<file path="config.mk">
export PLATFORM = sky130hd
export DESIGN_NAME = midi_track_event_parser
export DESIGN_NICKNAME = d
export VERILOG_FILES = /design/src/rtl/core/mtep_pkg.sv /design/src/rtl/core/mtep_front.sv /design/src/rtl/core/mtep_queue.sv /design/src/rtl/core/mtep_back.sv /design/src/rtl/core/midi_track_event_parser.sv
export SDC_FILE = /design/constraint.sdc
export NUM_CORES = 1
export LEC_CHECK = 0
export ABC_AREA = 1
export BUFFER_PORTS_ARGS = -buffer_cell sky130_fd_sc_hd__buf_2
export CAP_MARGIN = 20
export CORE_ASPECT_RATIO = 1.75
export CORE_MARGIN = 1
export CORE_UTILIZATION = 58
export DETAILED_ROUTE_END_ITERATION = 7
export PLACE_DENSITY = 0.76
export SYNTH_ARGS = -nofsm -noshare
export SYNTH_HDL_FRONTEND = slang
export SYNTH_SLANG_ARGS = --single-unit
</file>
<file path="constraint.sdc">
create_clock -name clk -period 13.5 [get_ports clk]
set_clock_uncertainty 0.15 [all_clocks]
set_input_delay 0.675 -clock clk [delete_from_list [all_inputs] [get_ports clk]]
set_output_delay 0.675 -clock clk [all_outputs]
set_load 0.01 [all_outputs]
</file>
<file path="src/rtl/core/mtep_pkg.sv">
// shared types and constants for the midi track event parser
// result word layout, queue entry layout, parser phase codes
// no dependencies
package mtep_pkg;

  // queue between the parser front and the result back end
  localparam int unsigned QDEPTH = 4;
  localparam int unsigned QPTR_W = $clog2(QDEPTH);
  localparam int unsigned QCNT_W = $clog2(QDEPTH + 1);

  // lead and meta type bytes
  localparam logic [7:0] LEAD_SYSEX  = 8'hf0;
  localparam logic [7:0] LEAD_ESC    = 8'hf7;
  localparam logic [7:0] LEAD_META   = 8'hff;
  localparam logic [3:0] HI_NOTE_OFF = 4'h8;
  localparam logic [3:0] HI_NOTE_ON  = 4'h9;
  localparam logic [3:0] HI_PROG     = 4'hc;
  localparam logic [3:0] HI_PRESS    = 4'hd;
  localparam logic [3:0] HI_SYSTEM   = 4'hf;
  localparam logic [7:0] VEL_DEFAULT = 8'h40;
  localparam logic [7:0] META_PREFIX = 8'h20;
  localparam logic [7:0] META_EOT    = 8'h2f;
  localparam logic [7:0] META_TEMPO  = 8'h51;
  localparam logic [7:0] PREFIX_NONE = 8'hff;
  localparam logic [23:0] TEMPO_DEFAULT = 24'd500000;
  localparam logic [2:0] VLQ_MAX_BYTES = 3'd4;

  // result kinds
  typedef enum logic [2:0] {
    KIND_DELAY   = 3'd0,
    KIND_CHANNEL = 3'd1,
    KIND_HEADER  = 3'd2,
    KIND_PAYLOAD = 3'd3,
    KIND_TEMPO   = 3'd4,
    KIND_EOT     = 3'd5,
    KIND_ERROR   = 3'd6
  } kind_t;

  // error codes
  typedef enum logic [1:0] {
    ERR_NO_STATUS  = 2'd0,
    ERR_BAD_STATUS = 2'd1,
    ERR_TRUNCATED  = 2'd2,
    ERR_TOO_LONG   = 2'd3
  } errc_t;

  // parser phases, one-hot
  typedef enum logic [7:0] {
    PH_DELTA   = 8'b0000_0001,
    PH_LEAD    = 8'b0000_0010,
    PH_DATA1   = 8'b0000_0100,
    PH_DATA2   = 8'b0000_1000,
    PH_MTYPE   = 8'b0001_0000,
    PH_LEN     = 8'b0010_0000,
    PH_PAYLOAD = 8'b0100_0000,
    PH_ERROR   = 8'b1000_0000
  } phase_t;

  // one result word
  typedef struct packed {
    kind_t       kind;
    logic [27:0] ticks;
    logic [7:0]  opcode;
    logic [7:0]  channel;
    logic [7:0]  data_a;
    logic [7:0]  data_b;
    logic [7:0]  block_type;
    logic [27:0] block_length;
    logic [7:0]  payload_value;
    logic [23:0] tempo_us;
    errc_t       error_code;
    logic        last;
  } res_t;

  // results of one input byte; a second result is always tempo, end or error
  typedef struct packed {
    res_t        r0;
    logic        has2;
    kind_t       k1;
    logic [23:0] tempo1;
    errc_t       err1;
  } q_ent_t;

endpackage

</file>
<file path="src/rtl/core/mtep_front.sv">
// parser front: accepts one track byte per cycle when fire is high,
// updates the parse state and forms the byte's results as one queue entry
// depends on mtep_pkg
module mtep_front (
  input  logic            clk,
  input  logic            rst_n,
  input  logic            fire,
  input  logic [7:0]      data_byte,
  input  logic            track_start,
  input  logic            track_last,
  output logic            push,
  output mtep_pkg::q_ent_t push_ent
);
  import mtep_pkg::*;

  phase_t      phase_r, phase_nxt;
  logic [7:0]  rstat_r, rstat_nxt;
  logic [7:0]  prefix_r, prefix_nxt;
  logic [27:0] acc_r, acc_nxt;
  logic [2:0]  lbytes_r, lbytes_nxt;
  logic [7:0]  lead_r, lead_nxt;
  logic [7:0]  fdata_r, fdata_nxt;
  logic [7:0]  meta_r, meta_nxt;
  logic [27:0] left_r, left_nxt;
  logic [1:0]  pidx_r, pidx_nxt;
  logic [23:0] tempo_r, tempo_nxt;
  logic        over_r, over_nxt;

  // state as seen by this byte, after a track start
  phase_t      c_phase;
  logic [7:0]  c_rstat, c_prefix, c_lead, c_fdata, c_meta;
  logic [27:0] c_acc, c_left;
  logic [2:0]  c_lbytes;
  logic [1:0]  c_pidx;
  logic [23:0] c_tempo;
  logic        c_over;

  res_t        r0, r1;
  logic [1:0]  cnt;

  assign c_phase  = track_start ? PH_DELTA    : phase_r;
  assign c_rstat  = track_start ? 8'h00       : rstat_r;
  assign c_prefix = track_start ? PREFIX_NONE : prefix_r;
  assign c_acc    = track_start ? 28'd0       : acc_r;
  assign c_lbytes = track_start ? 3'd0        : lbytes_r;
  assign c_lead   = track_start ? 8'h00       : lead_r;
  assign c_fdata  = track_start ? 8'h00       : fdata_r;
  assign c_meta   = track_start ? 8'h00       : meta_r;
  assign c_left   = track_start ? 28'd0       : left_r;
  assign c_pidx   = track_start ? 2'd0        : pidx_r;
  assign c_tempo  = track_start ? 24'd0       : tempo_r;
  assign c_over   = track_start ? 1'b0        : over_r;

  // byte step
  always_comb begin
    logic [27:0] acc;
    logic [2:0]  lb;
    logic [7:0]  lead;
    logic        is_data;
    logic        do_chan;
    logic [7:0]  chan_a;
    logic [7:0]  chan_b;
    logic [3:0]  hi;
    logic        do_finish;

    acc       = {c_acc[20:0], data_byte[6:0]};
    lb        = c_lbytes + 3'd1;
    lead      = c_lead;
    is_data   = 1'b0;
    do_chan   = 1'b0;
    chan_a    = 8'h00;
    chan_b    = 8'h00;
    hi        = 4'h0;
    do_finish = 1'b0;

    phase_nxt  = c_phase;
    rstat_nxt  = c_rstat;
    prefix_nxt = c_prefix;
    acc_nxt    = c_acc;
    lbytes_nxt = c_lbytes;
    lead_nxt   = c_lead;
    fdata_nxt  = c_fdata;
    meta_nxt   = c_meta;
    left_nxt   = c_left;
    pidx_nxt   = c_pidx;
    tempo_nxt  = c_tempo;
    over_nxt   = c_over;
    r0  = '0;
    r1  = '0;
    cnt = 2'd0;

    if (!c_over && c_phase != PH_ERROR) begin
      case (c_phase)
        PH_DELTA: begin
          acc_nxt    = acc;
          lbytes_nxt = lb;
          if (data_byte[7]) begin
            if (lb >= VLQ_MAX_BYTES) begin
              r0.kind       = KIND_ERROR;
              r0.error_code = ERR_TOO_LONG;
              cnt           = 2'd1;
              phase_nxt     = PH_ERROR;
            end
          end else begin
            if (!track_last && acc != 28'd0) begin
              r0.kind  = KIND_DELAY;
              r0.ticks = acc;
              cnt      = 2'd1;
            end
            acc_nxt    = 28'd0;
            lbytes_nxt = 3'd0;
            phase_nxt  = track_last ? PH_DELTA : PH_LEAD;
          end
        end
        PH_LEAD: begin
          if (data_byte[7] || c_rstat != 8'h00) begin
            if (data_byte[7]) begin
              lead = data_byte;
            end else begin
              lead    = c_rstat;
              is_data = 1'b1;
            end
            lead_nxt = lead;
            if (lead[7:4] == HI_SYSTEM) begin
              rstat_nxt = 8'h00;
              if (lead == LEAD_META) begin
                phase_nxt = PH_MTYPE;
              end else if (lead == LEAD_SYSEX || lead == LEAD_ESC) begin
                meta_nxt   = 8'h00;
                acc_nxt    = 28'd0;
                lbytes_nxt = 3'd0;
                phase_nxt  = PH_LEN;
              end else begin
                r0.kind       = KIND_ERROR;
                r0.error_code = ERR_BAD_STATUS;
                cnt           = 2'd1;
                phase_nxt     = PH_ERROR;
              end
            end else begin
              rstat_nxt = lead;
              if (is_data) begin
                if (lead[7:4] == HI_PROG || lead[7:4] == HI_PRESS) begin
                  do_chan = 1'b1;
                  chan_a  = data_byte;
                end else begin
                  fdata_nxt = data_byte;
                  phase_nxt = PH_DATA2;
                end
              end else begin
                phase_nxt = PH_DATA1;
              end
            end
          end else begin
            r0.kind       = KIND_ERROR;
            r0.error_code = ERR_NO_STATUS;
            cnt           = 2'd1;
            phase_nxt     = PH_ERROR;
          end
        end
        PH_DATA1: begin
          if (c_lead[7:4] == HI_PROG || c_lead[7:4] == HI_PRESS) begin
            do_chan = 1'b1;
            chan_a  = data_byte;
          end else begin
            fdata_nxt = data_byte;
            phase_nxt = PH_DATA2;
          end
        end
        PH_DATA2: begin
          do_chan = 1'b1;
          chan_a  = c_fdata;
          chan_b  = data_byte;
        end
        PH_MTYPE: begin
          meta_nxt   = data_byte;
          acc_nxt    = 28'd0;
          lbytes_nxt = 3'd0;
          phase_nxt  = PH_LEN;
        end
        PH_LEN: begin
          acc_nxt    = acc;
          lbytes_nxt = lb;
          if (data_byte[7]) begin
            if (lb >= VLQ_MAX_BYTES) begin
              r0.kind       = KIND_ERROR;
              r0.error_code = ERR_TOO_LONG;
              cnt           = 2'd1;
              phase_nxt     = PH_ERROR;
            end
          end else begin
            r0.kind         = KIND_HEADER;
            r0.opcode       = c_lead;
            r0.channel      = c_prefix;
            r0.block_type   = c_meta;
            r0.block_length = acc;
            cnt             = 2'd1;
            left_nxt        = acc;
            pidx_nxt        = 2'd0;
            tempo_nxt       = 24'd0;
            if (acc == 28'd0) begin
              do_finish = 1'b1;
            end else begin
              phase_nxt = PH_PAYLOAD;
            end
          end
        end
        PH_PAYLOAD: begin
          r0.kind          = KIND_PAYLOAD;
          r0.payload_value = data_byte;
          cnt              = 2'd1;
          if (c_lead == LEAD_META) begin
            if (c_meta == META_PREFIX && c_pidx == 2'd0) begin
              prefix_nxt = data_byte;
            end
            if (c_meta == META_TEMPO && c_pidx != 2'd3) begin
              tempo_nxt = {c_tempo[15:0], data_byte};
            end
          end
          if (c_pidx != 2'd3) begin
            pidx_nxt = c_pidx + 2'd1;
          end
          left_nxt = c_left - 28'd1;
          if (c_left == 28'd1) begin
            do_finish = 1'b1;
          end
        end
        default: begin
          phase_nxt = PH_ERROR;
        end
      endcase

      // channel event, with note on at zero velocity turned into note off
      if (do_chan) begin
        hi = lead_nxt[7:4];
        if (hi == HI_NOTE_ON && chan_b == 8'h00) begin
          hi     = HI_NOTE_OFF;
          chan_b = VEL_DEFAULT;
        end
        r0.kind    = KIND_CHANNEL;
        r0.opcode  = {hi, 4'h0};
        r0.channel = {4'h0, lead_nxt[3:0]};
        r0.data_a  = chan_a;
        r0.data_b  = chan_b;
        cnt        = 2'd1;
        phase_nxt  = PH_DELTA;
        acc_nxt    = 28'd0;
        lbytes_nxt = 3'd0;
      end

      // end of a sysex or meta block
      if (do_finish) begin
        phase_nxt  = PH_DELTA;
        acc_nxt    = 28'd0;
        lbytes_nxt = 3'd0;
        if (lead_nxt == LEAD_META) begin
          if (meta_nxt == META_EOT) begin
            r1.kind  = KIND_EOT;
            cnt      = 2'd2;
            over_nxt = 1'b1;
          end else if (meta_nxt == META_TEMPO && pidx_nxt == 2'd3) begin
            r1.kind     = KIND_TEMPO;
            r1.tempo_us = (tempo_nxt != 24'd0) ? tempo_nxt : TEMPO_DEFAULT;
            cnt         = 2'd2;
          end
        end
      end

      // track ended with something unfinished
      if (track_last && !over_nxt && phase_nxt != PH_ERROR &&
          (phase_nxt != PH_DELTA || lbytes_nxt != 3'd0)) begin
        if (cnt == 2'd0) begin
          r0.kind       = KIND_ERROR;
          r0.error_code = (phase_nxt == PH_PAYLOAD) ? ERR_TOO_LONG : ERR_TRUNCATED;
          cnt           = 2'd1;
        end else begin
          r1.kind       = KIND_ERROR;
          r1.error_code = (phase_nxt == PH_PAYLOAD) ? ERR_TOO_LONG : ERR_TRUNCATED;
          cnt           = 2'd2;
        end
        phase_nxt = PH_ERROR;
      end
    end
  end

  // queue entry for this byte
  always_comb begin
    push_ent         = '0;
    push_ent.r0      = r0;
    push_ent.r0.last = (cnt == 2'd1);
    push_ent.has2    = (cnt == 2'd2);
    push_ent.k1      = r1.kind;
    push_ent.tempo1  = r1.tempo_us;
    push_ent.err1    = r1.error_code;
  end

  assign push = fire && (cnt != 2'd0);

  // parse state
  always_ff @(posedge clk) begin
    if (!rst_n) begin
      phase_r  <= PH_DELTA;
      rstat_r  <= 8'h00;
      prefix_r <= PREFIX_NONE;
      acc_r    <= 28'd0;
      lbytes_r <= 3'd0;
      lead_r   <= 8'h00;
      fdata_r  <= 8'h00;
      meta_r   <= 8'h00;
      left_r   <= 28'd0;
      pidx_r   <= 2'd0;
      tempo_r  <= 24'd0;
      over_r   <= 1'b0;
    end else if (fire) begin
      phase_r  <= phase_nxt;
      rstat_r  <= rstat_nxt;
      prefix_r <= prefix_nxt;
      acc_r    <= acc_nxt;
      lbytes_r <= lbytes_nxt;
      lead_r   <= lead_nxt;
      fdata_r  <= fdata_nxt;
      meta_r   <= meta_nxt;
      left_r   <= left_nxt;
      pidx_r   <= pidx_nxt;
      tempo_r  <= tempo_nxt;
      over_r   <= over_nxt;
    end
  end

endmodule

</file>
<file path="src/rtl/core/mtep_queue.sv">
// short queue of per-byte result entries between parser front and back end
// depends on mtep_pkg
module mtep_queue (
  input  logic             clk,
  input  logic             rst_n,
  input  logic             push,
  input  mtep_pkg::q_ent_t push_ent,
  input  logic             pop,
  output logic             full,
  output logic             nempty,
  output mtep_pkg::q_ent_t head
);
  import mtep_pkg::*;

  q_ent_t              mem_r [QDEPTH];
  logic [QPTR_W-1:0]   wptr_r, wptr_nxt;
  logic [QPTR_W-1:0]   rptr_r, rptr_nxt;
  logic [QCNT_W-1:0]   cnt_r, cnt_nxt;
  logic                do_pop;

  assign full   = (cnt_r == QCNT_W'(QDEPTH));
  assign nempty = (cnt_r != '0);
  assign head   = mem_r[rptr_r];
  assign do_pop = pop && nempty;

  // pointers wrap at the depth
  always_comb begin
    wptr_nxt = wptr_r;
    rptr_nxt = rptr_r;
    if (push) begin
      wptr_nxt = (wptr_r == QPTR_W'(QDEPTH - 1)) ? '0 : wptr_r + 1'b1;
    end
    if (do_pop) begin
      rptr_nxt = (rptr_r == QPTR_W'(QDEPTH - 1)) ? '0 : rptr_r + 1'b1;
    end
    cnt_nxt = cnt_r + QCNT_W'(push) - QCNT_W'(do_pop);
  end

  always_ff @(posedge clk) begin
    if (!rst_n) begin
      wptr_r <= '0;
      rptr_r <= '0;
      cnt_r  <= '0;
    end else begin
      wptr_r <= wptr_nxt;
      rptr_r <= rptr_nxt;
      cnt_r  <= cnt_nxt;
    end
  end

  // entry storage
  always_ff @(posedge clk) begin
    if (push) begin
      mem_r[wptr_r] <= push_ent;
    end
  end

endmodule

</file>
<file path="src/rtl/core/mtep_back.sv">
// back end: splits each queue entry into result words and drives the
// registered output channel
// depends on mtep_pkg
module mtep_back (
  input  logic             clk,
  input  logic             rst_n,
  input  logic             q_nempty,
  input  mtep_pkg::q_ent_t q_head,
  output logic             q_pop,
  output logic             out_valid,
  input  logic             out_ready,
  output mtep_pkg::res_t   out_res
);
  import mtep_pkg::*;

  logic  sel_r, sel_nxt;
  logic  valid_r, valid_nxt;
  res_t  res_r, res_nxt;
  logic  load;

  assign load = !valid_r || out_ready;

  // pick the next word of the head entry
  always_comb begin
    sel_nxt   = sel_r;
    valid_nxt = valid_r;
    res_nxt   = res_r;
    q_pop     = 1'b0;
    if (load) begin
      valid_nxt = q_nempty;
      if (q_nempty) begin
        if (!sel_r) begin
          res_nxt      = q_head.r0;
          res_nxt.last = !q_head.has2;
          sel_nxt      = q_head.has2;
          q_pop        = !q_head.has2;
        end else begin
          res_nxt            = '0;
          res_nxt.kind       = q_head.k1;
          res_nxt.tempo_us   = q_head.tempo1;
          res_nxt.error_code = q_head.err1;
          res_nxt.last       = 1'b1;
          sel_nxt            = 1'b0;
          q_pop              = 1'b1;
        end
      end
    end
  end

  always_ff @(posedge clk) begin
    if (!rst_n) begin
      sel_r   <= 1'b0;
      valid_r <= 1'b0;
    end else begin
      sel_r   <= sel_nxt;
      valid_r <= valid_nxt;
    end
  end

  // output word register
  always_ff @(posedge clk) begin
    res_r <= res_nxt;
  end

  assign out_valid = valid_r;
  assign out_res   = res_r;

endmodule

</file>
<file path="src/rtl/core/midi_track_event_parser.sv">
// midi track event parser, top level: one track body byte per cycle in while
// the queue is not full; result words pass through the queue and output register
// throughput: one byte per cycle while not full, one result word per cycle while
//   out_tready is high; extra result words are absorbed by a four-entry queue
// reset: rst_n synchronous active low clears parse state, queue and output valid
module midi_track_event_parser (
  input  logic         clk,
  input  logic         rst_n,
  input  logic         in_tvalid,
  output logic         in_tready,
  input  logic [7:0]   in_tdata,   // data_byte
  input  logic         in_tuser,   // track_start
  input  logic         in_tlast,   // track_last
  output logic         out_tvalid,
  input  logic         out_tready,
  // ticks, opcode, channel, data_a, data_b, block_type, block_length,
  // payload_value, tempo_us, error_code, zero fill
  output logic [135:0] out_tdata,
  output logic [2:0]   out_tuser,  // kind
  output logic         out_tlast   // last
);
  import mtep_pkg::*;

  logic   fire;
  logic   push;
  q_ent_t push_ent;
  logic   q_full;
  logic   q_nempty;
  logic   q_pop;
  q_ent_t q_head;
  res_t   res;

  assign in_tready = !q_full;
  assign fire      = in_tvalid && in_tready;

  mtep_front u_front (
    .clk         (clk),
    .rst_n       (rst_n),
    .fire        (fire),
    .data_byte   (in_tdata),
    .track_start (in_tuser),
    .track_last  (in_tlast),
    .push        (push),
    .push_ent    (push_ent)
  );

  mtep_queue u_queue (
    .clk      (clk),
    .rst_n    (rst_n),
    .push     (push),
    .push_ent (push_ent),
    .pop      (q_pop),
    .full     (q_full),
    .nempty   (q_nempty),
    .head     (q_head)
  );

  mtep_back u_back (
    .clk       (clk),
    .rst_n     (rst_n),
    .q_nempty  (q_nempty),
    .q_head    (q_head),
    .q_pop     (q_pop),
    .out_valid (out_tvalid),
    .out_ready (out_tready),
    .out_res   (res)
  );

  // pack the result word
  assign out_tdata = {6'b0, res.error_code, res.tempo_us, res.payload_value,
                      res.block_length, res.block_type, res.data_b, res.data_a,
                      res.channel, res.opcode, res.ticks};
  assign out_tuser = res.kind;
  assign out_tlast = res.last;

endmodule

</file>
==> flow_metrics.py <==
metrics = {
    "detailed_routing": {
        "drt_pass1_iterations": 6,
        "drc": 0,
        "routed-via-count": 26900,
        "postRouteWirelength_um": 93100,
        "final_antenna_net_count": 0,
        "routed_wire_length_per_instance_um": 20.7,
        "viasPerCell": 5.97,
        "drt_iter0_drc": 2724,
    },
    "clocking": {
        "cts_num_sinks": 824,
        "cts_setup_buffers": 0,
        "cts.repair.resized": 0,
        "cts_hold_buf": 0,
        "clkLatencyLatePin_ps": 640,
        "htree_num_levels": 3,
        "clock_tree.root_cell": "sky130_fd_sc_hd__clkbuf_16",
        "cts_tree": "yes",
        "numCtsBuffers": 70,
        "clock_tree.buffer_depth": 3,
        "clock_pin_slew_reported_for_the_worst_setup_and_hold_paths_after_clock_tree_synthesis_ps": 70,
    },
    "floorplan": {
        "io_pins": 156,
        "die_height_um": 332,
        "coreArea_sq_um": 61300,
        "num_rows": 120,
        "chipWidth_um": 190,
        "starting_density_of_the_core_pct": 58.8,
        "die_area_sq_um": 63100,
    },
    "place": {
        "dp_slack_ps": 6380,
        "io_buffers": 149,
        "placed_cells_incl_taps": 4374,
        "gp_congestion": 0.988,
        "detailedPlacementHpwl_um": 58500,
    },
    "flow_run": {
        "maxCapViolations": 0,
    },
    "sta": {
        "clock.fmax_mhz": 151,
        "setup_tns_ps": 0,
        "final_period_minus_worst_setup_slack_ps": 6620,
        "maxSlewViolCount": 0,
        "finalHoldViolCount": 0,
        "tightestPinTransition_ps": 1170,
        "fin_crit_sh_pct": 49.0,
        "timing.final.setup_violations": 0,
        "rsz0062_at_grt": "false",
        "timing.max_slew.rel_slack_pct": 22.1,
        "final_critical_path_setup_slack_ps": 6880,
    },
    "power": {
        "p_leak_uw": 0.0147,
        "pwr_per_cell_area_nw_per_um2": 195,
        "ir_worst_vdd_uv": 189,
    },
    "worst_setup_path": {
        "critical_path_class": "primary input to register",
        "critical_path_required_ps": 13580,
        "critical_path_peak_fanout": 81,
        "crit_arrival_ps": 6700,
        "worst_setup_path_start_kind": "primary input",
        "cp-end-kind": "register",
    },
    "yosys": {
        "synth_cell_types": 49,
        "synthesis.area_sq_um": 36000,
        "synth.avg_cell_area_sq_um": 9.97,
        "synth_warnings": 0,
        "synth_top_cell_by_area": "sky130_fd_sc_hd__edfxtp_1",
        "synth_sequential_area_ratio_pct": 64.9,
        "async_flop_share_pct": 0,
        "synth_top_cells_by_area": "sky130_fd_sc_hd__edfxtp_1, sky130_fd_sc_hd__nor2_1, sky130_fd_sc_hd__dfxtp_1",
        "ys_seq_elements": 824,
        "netlist_instances": 3612,
        "most_instantiated_library_cell_after_synthesis": "sky130_fd_sc_hd__nor2_1",
        "ys_dominant_reg_cell": "sky130_fd_sc_hd__edfxtp_1",
        "synth_top_cells_by_count": "sky130_fd_sc_hd__nor2_1, sky130_fd_sc_hd__edfxtp_1, sky130_fd_sc_hd__nand2_1",
        "synth_enable_flop_cells": 686,
        "synthDominantCellAreaShare_pct": 57.2,
    },
    "grt": {
        "antenna_found_initial": 0,
        "global_route.overflow_total": 0,
        "grt.total_usage_pct": 29.4,
        "grt_max_degree": 93,
        "grt_pass1_vias": 25500,
        "first_pass_grt_wire_length_um": 143000,
    },
    "cells_and_area": {
        "ratio_of_cells_with_drive_above_1_in_the_final_layout_pct": 10.1,
        "fin_nets": 3679,
        "fillerInstances": 4882,
        "insertedDiodeCount": 0,
        "flow.area_growth_from_synthesis_pct": 9.98,
        "number_of_standard_cells_in_the_layout_taps_in_and_fillers_out": 4502,
    },
    "worst_hold_path": {
        "hp-class": "primary input to register",
    },
    "run_status": {
        "result_of_the_run": "complete, no violations",
    },
}
cells in the final DEF (no fill, tap or decap), types with 17 or more instances in the layout:
master                      netlist  routed
sky130_fd_sc_hd__a31oi_1         21      21
sky130_fd_sc_hd__nand2_1        429     428
sky130_fd_sc_hd__a221oi_1        34      34
sky130_fd_sc_hd__clkbuf_16        0      72
sky130_fd_sc_hd__buf_4            7      47
sky130_fd_sc_hd__clkbuf_1       167      20
sky130_fd_sc_hd__o22ai_1         35      35
sky130_fd_sc_hd__buf_2           20     149
sky130_fd_sc_hd__nand3_1         88      88
sky130_fd_sc_hd__o21ai_0        382     381
sky130_fd_sc_hd__nand2_2         19      18
sky130_fd_sc_hd__nand4_1         17      17
sky130_fd_sc_hd__nor2_1         803     798
sky130_fd_sc_hd__a21oi_1        312     311
sky130_fd_sc_hd__o221ai_1        23      23
sky130_fd_sc_hd__inv_1          210     207
sky130_fd_sc_hd__nor3_1          60      59
sky130_fd_sc_hd__edfxtp_1       686     686
sky130_fd_sc_hd__dfxtp_1        138     135
kinds of logic (layout without fill, tap and decap cells):
kind of cell | after synthesis | in the layout | synth area share [%]
and+or+nand+nor | 1455 | 1455 | 16.4
AOI/OAI and AO/OA | 856 | 856 | 13.1
DFF | 824 | 824 | 64.9
buffers and inverters | 461 | 553 | 5.16
adders and majority gates | 11 | 11 | 0.403
xor gates and xnor gates | 4 | 4 | 0.118
other | 1 | 6 | 0.0104
worst max-delay path, cell delays in order:
cell and delay, ps:
sky130_fd_sc_hd__buf_2 190, sky130_fd_sc_hd__inv_2 400, sky130_fd_sc_hd__buf_4 790, sky130_fd_sc_hd__nand2_1 240, sky130_fd_sc_hd__nand2_1 200, sky130_fd_sc_hd__nor2_1 100
sky130_fd_sc_hd__nand2_1 420, sky130_fd_sc_hd__nand3_1 440, sky130_fd_sc_hd__nor2_2 280, sky130_fd_sc_hd__nand3_1 120, sky130_fd_sc_hd__nand2_1 80, sky130_fd_sc_hd__nor2_1 50
sky130_fd_sc_hd__nor2_1 110, sky130_fd_sc_hd__nand4_2 290, sky130_fd_sc_hd__nand2_1 310, sky130_fd_sc_hd__nand2_1 310, sky130_fd_sc_hd__nor2_4 200, sky130_fd_sc_hd__buf_4 480
sky130_fd_sc_hd__buf_4 810
through the flow:
stage	util [%]	cell area, sq um	hold slack, ps	total power [uW]
3_3_place_gp	60.7	37200	300	5630
3_5_place_dp	60.7	37200	306	5680
2_1_floorplan	-	36000	292	4980
5_1_grt	64.7	39600	269	8110
6_report	64.7	39600	250	7730
4_1_cts	64.6	39600	231	7770
power breakdown:
part	switching (uW)	internal, uW
registers	170	3280
logic	1550	631
clock network	923	1180
total	2640	5090
routing by layer:
layer  up-vias  part of all wire (%)  GRT usage (%)
met5         -                     0              0
met4         0                   4.8           14.9
met1     13000                    38           36.8
met2      1110                    51           50.1
met3       265                   6.2           3.36
li1      12500                     -              -
registers in the layout, summed over array words and instances, names as in the netlist, 3 cells and up, named ones only:
register / cells
u_front.left_r: 28
u_front.fdata_r: 8
u_queue.mem_r: 552
u_front.lead_r: 8
u_front.rstat_r: 8
u_back.out_res: 134
u_queue.cnt_r: 3
u_front.prefix_r: 8
u_front.acc_r: 21
u_front.meta_r: 8
u_front.lbytes_r: 3
u_front.phase_r: 8
u_front.tempo_r: 24
cell type report:
cell class,instances,area (sq um),area share (%)
clock inverter,35,503,1.27
tap,793,992,2.51
inverter,229,867,2.19
sequential,824,23400,59.0
multi-input combinational,2332,10900,27.5
clock buffer,92,1870,4.71
timing repair buffer,197,1120,2.84
final timing paths:
check | start | endpoint | slack (ps) | cells after the start
hold / removal | in_tdata[5] | u_front.prefix_r[5]$_SDFFE_PN1P_ | 250 | 3
hold reg to reg | u_front.left_r[16]$_SDFFE_PN0P_ | u_front.left_r[16]$_SDFFE_PN0P_ | 310 | 2
setup / recovery | in_tuser | u_queue.mem_r[0][111]$_DFFE_PP_ | 6880 | 19
setup reg to reg | u_front.phase_r[4]$_SDFFE_PN0P_ | u_queue.mem_r[0][111]$_DFFE_PP_ | 8160 | 16
Power figures use the tool's default switching activity.
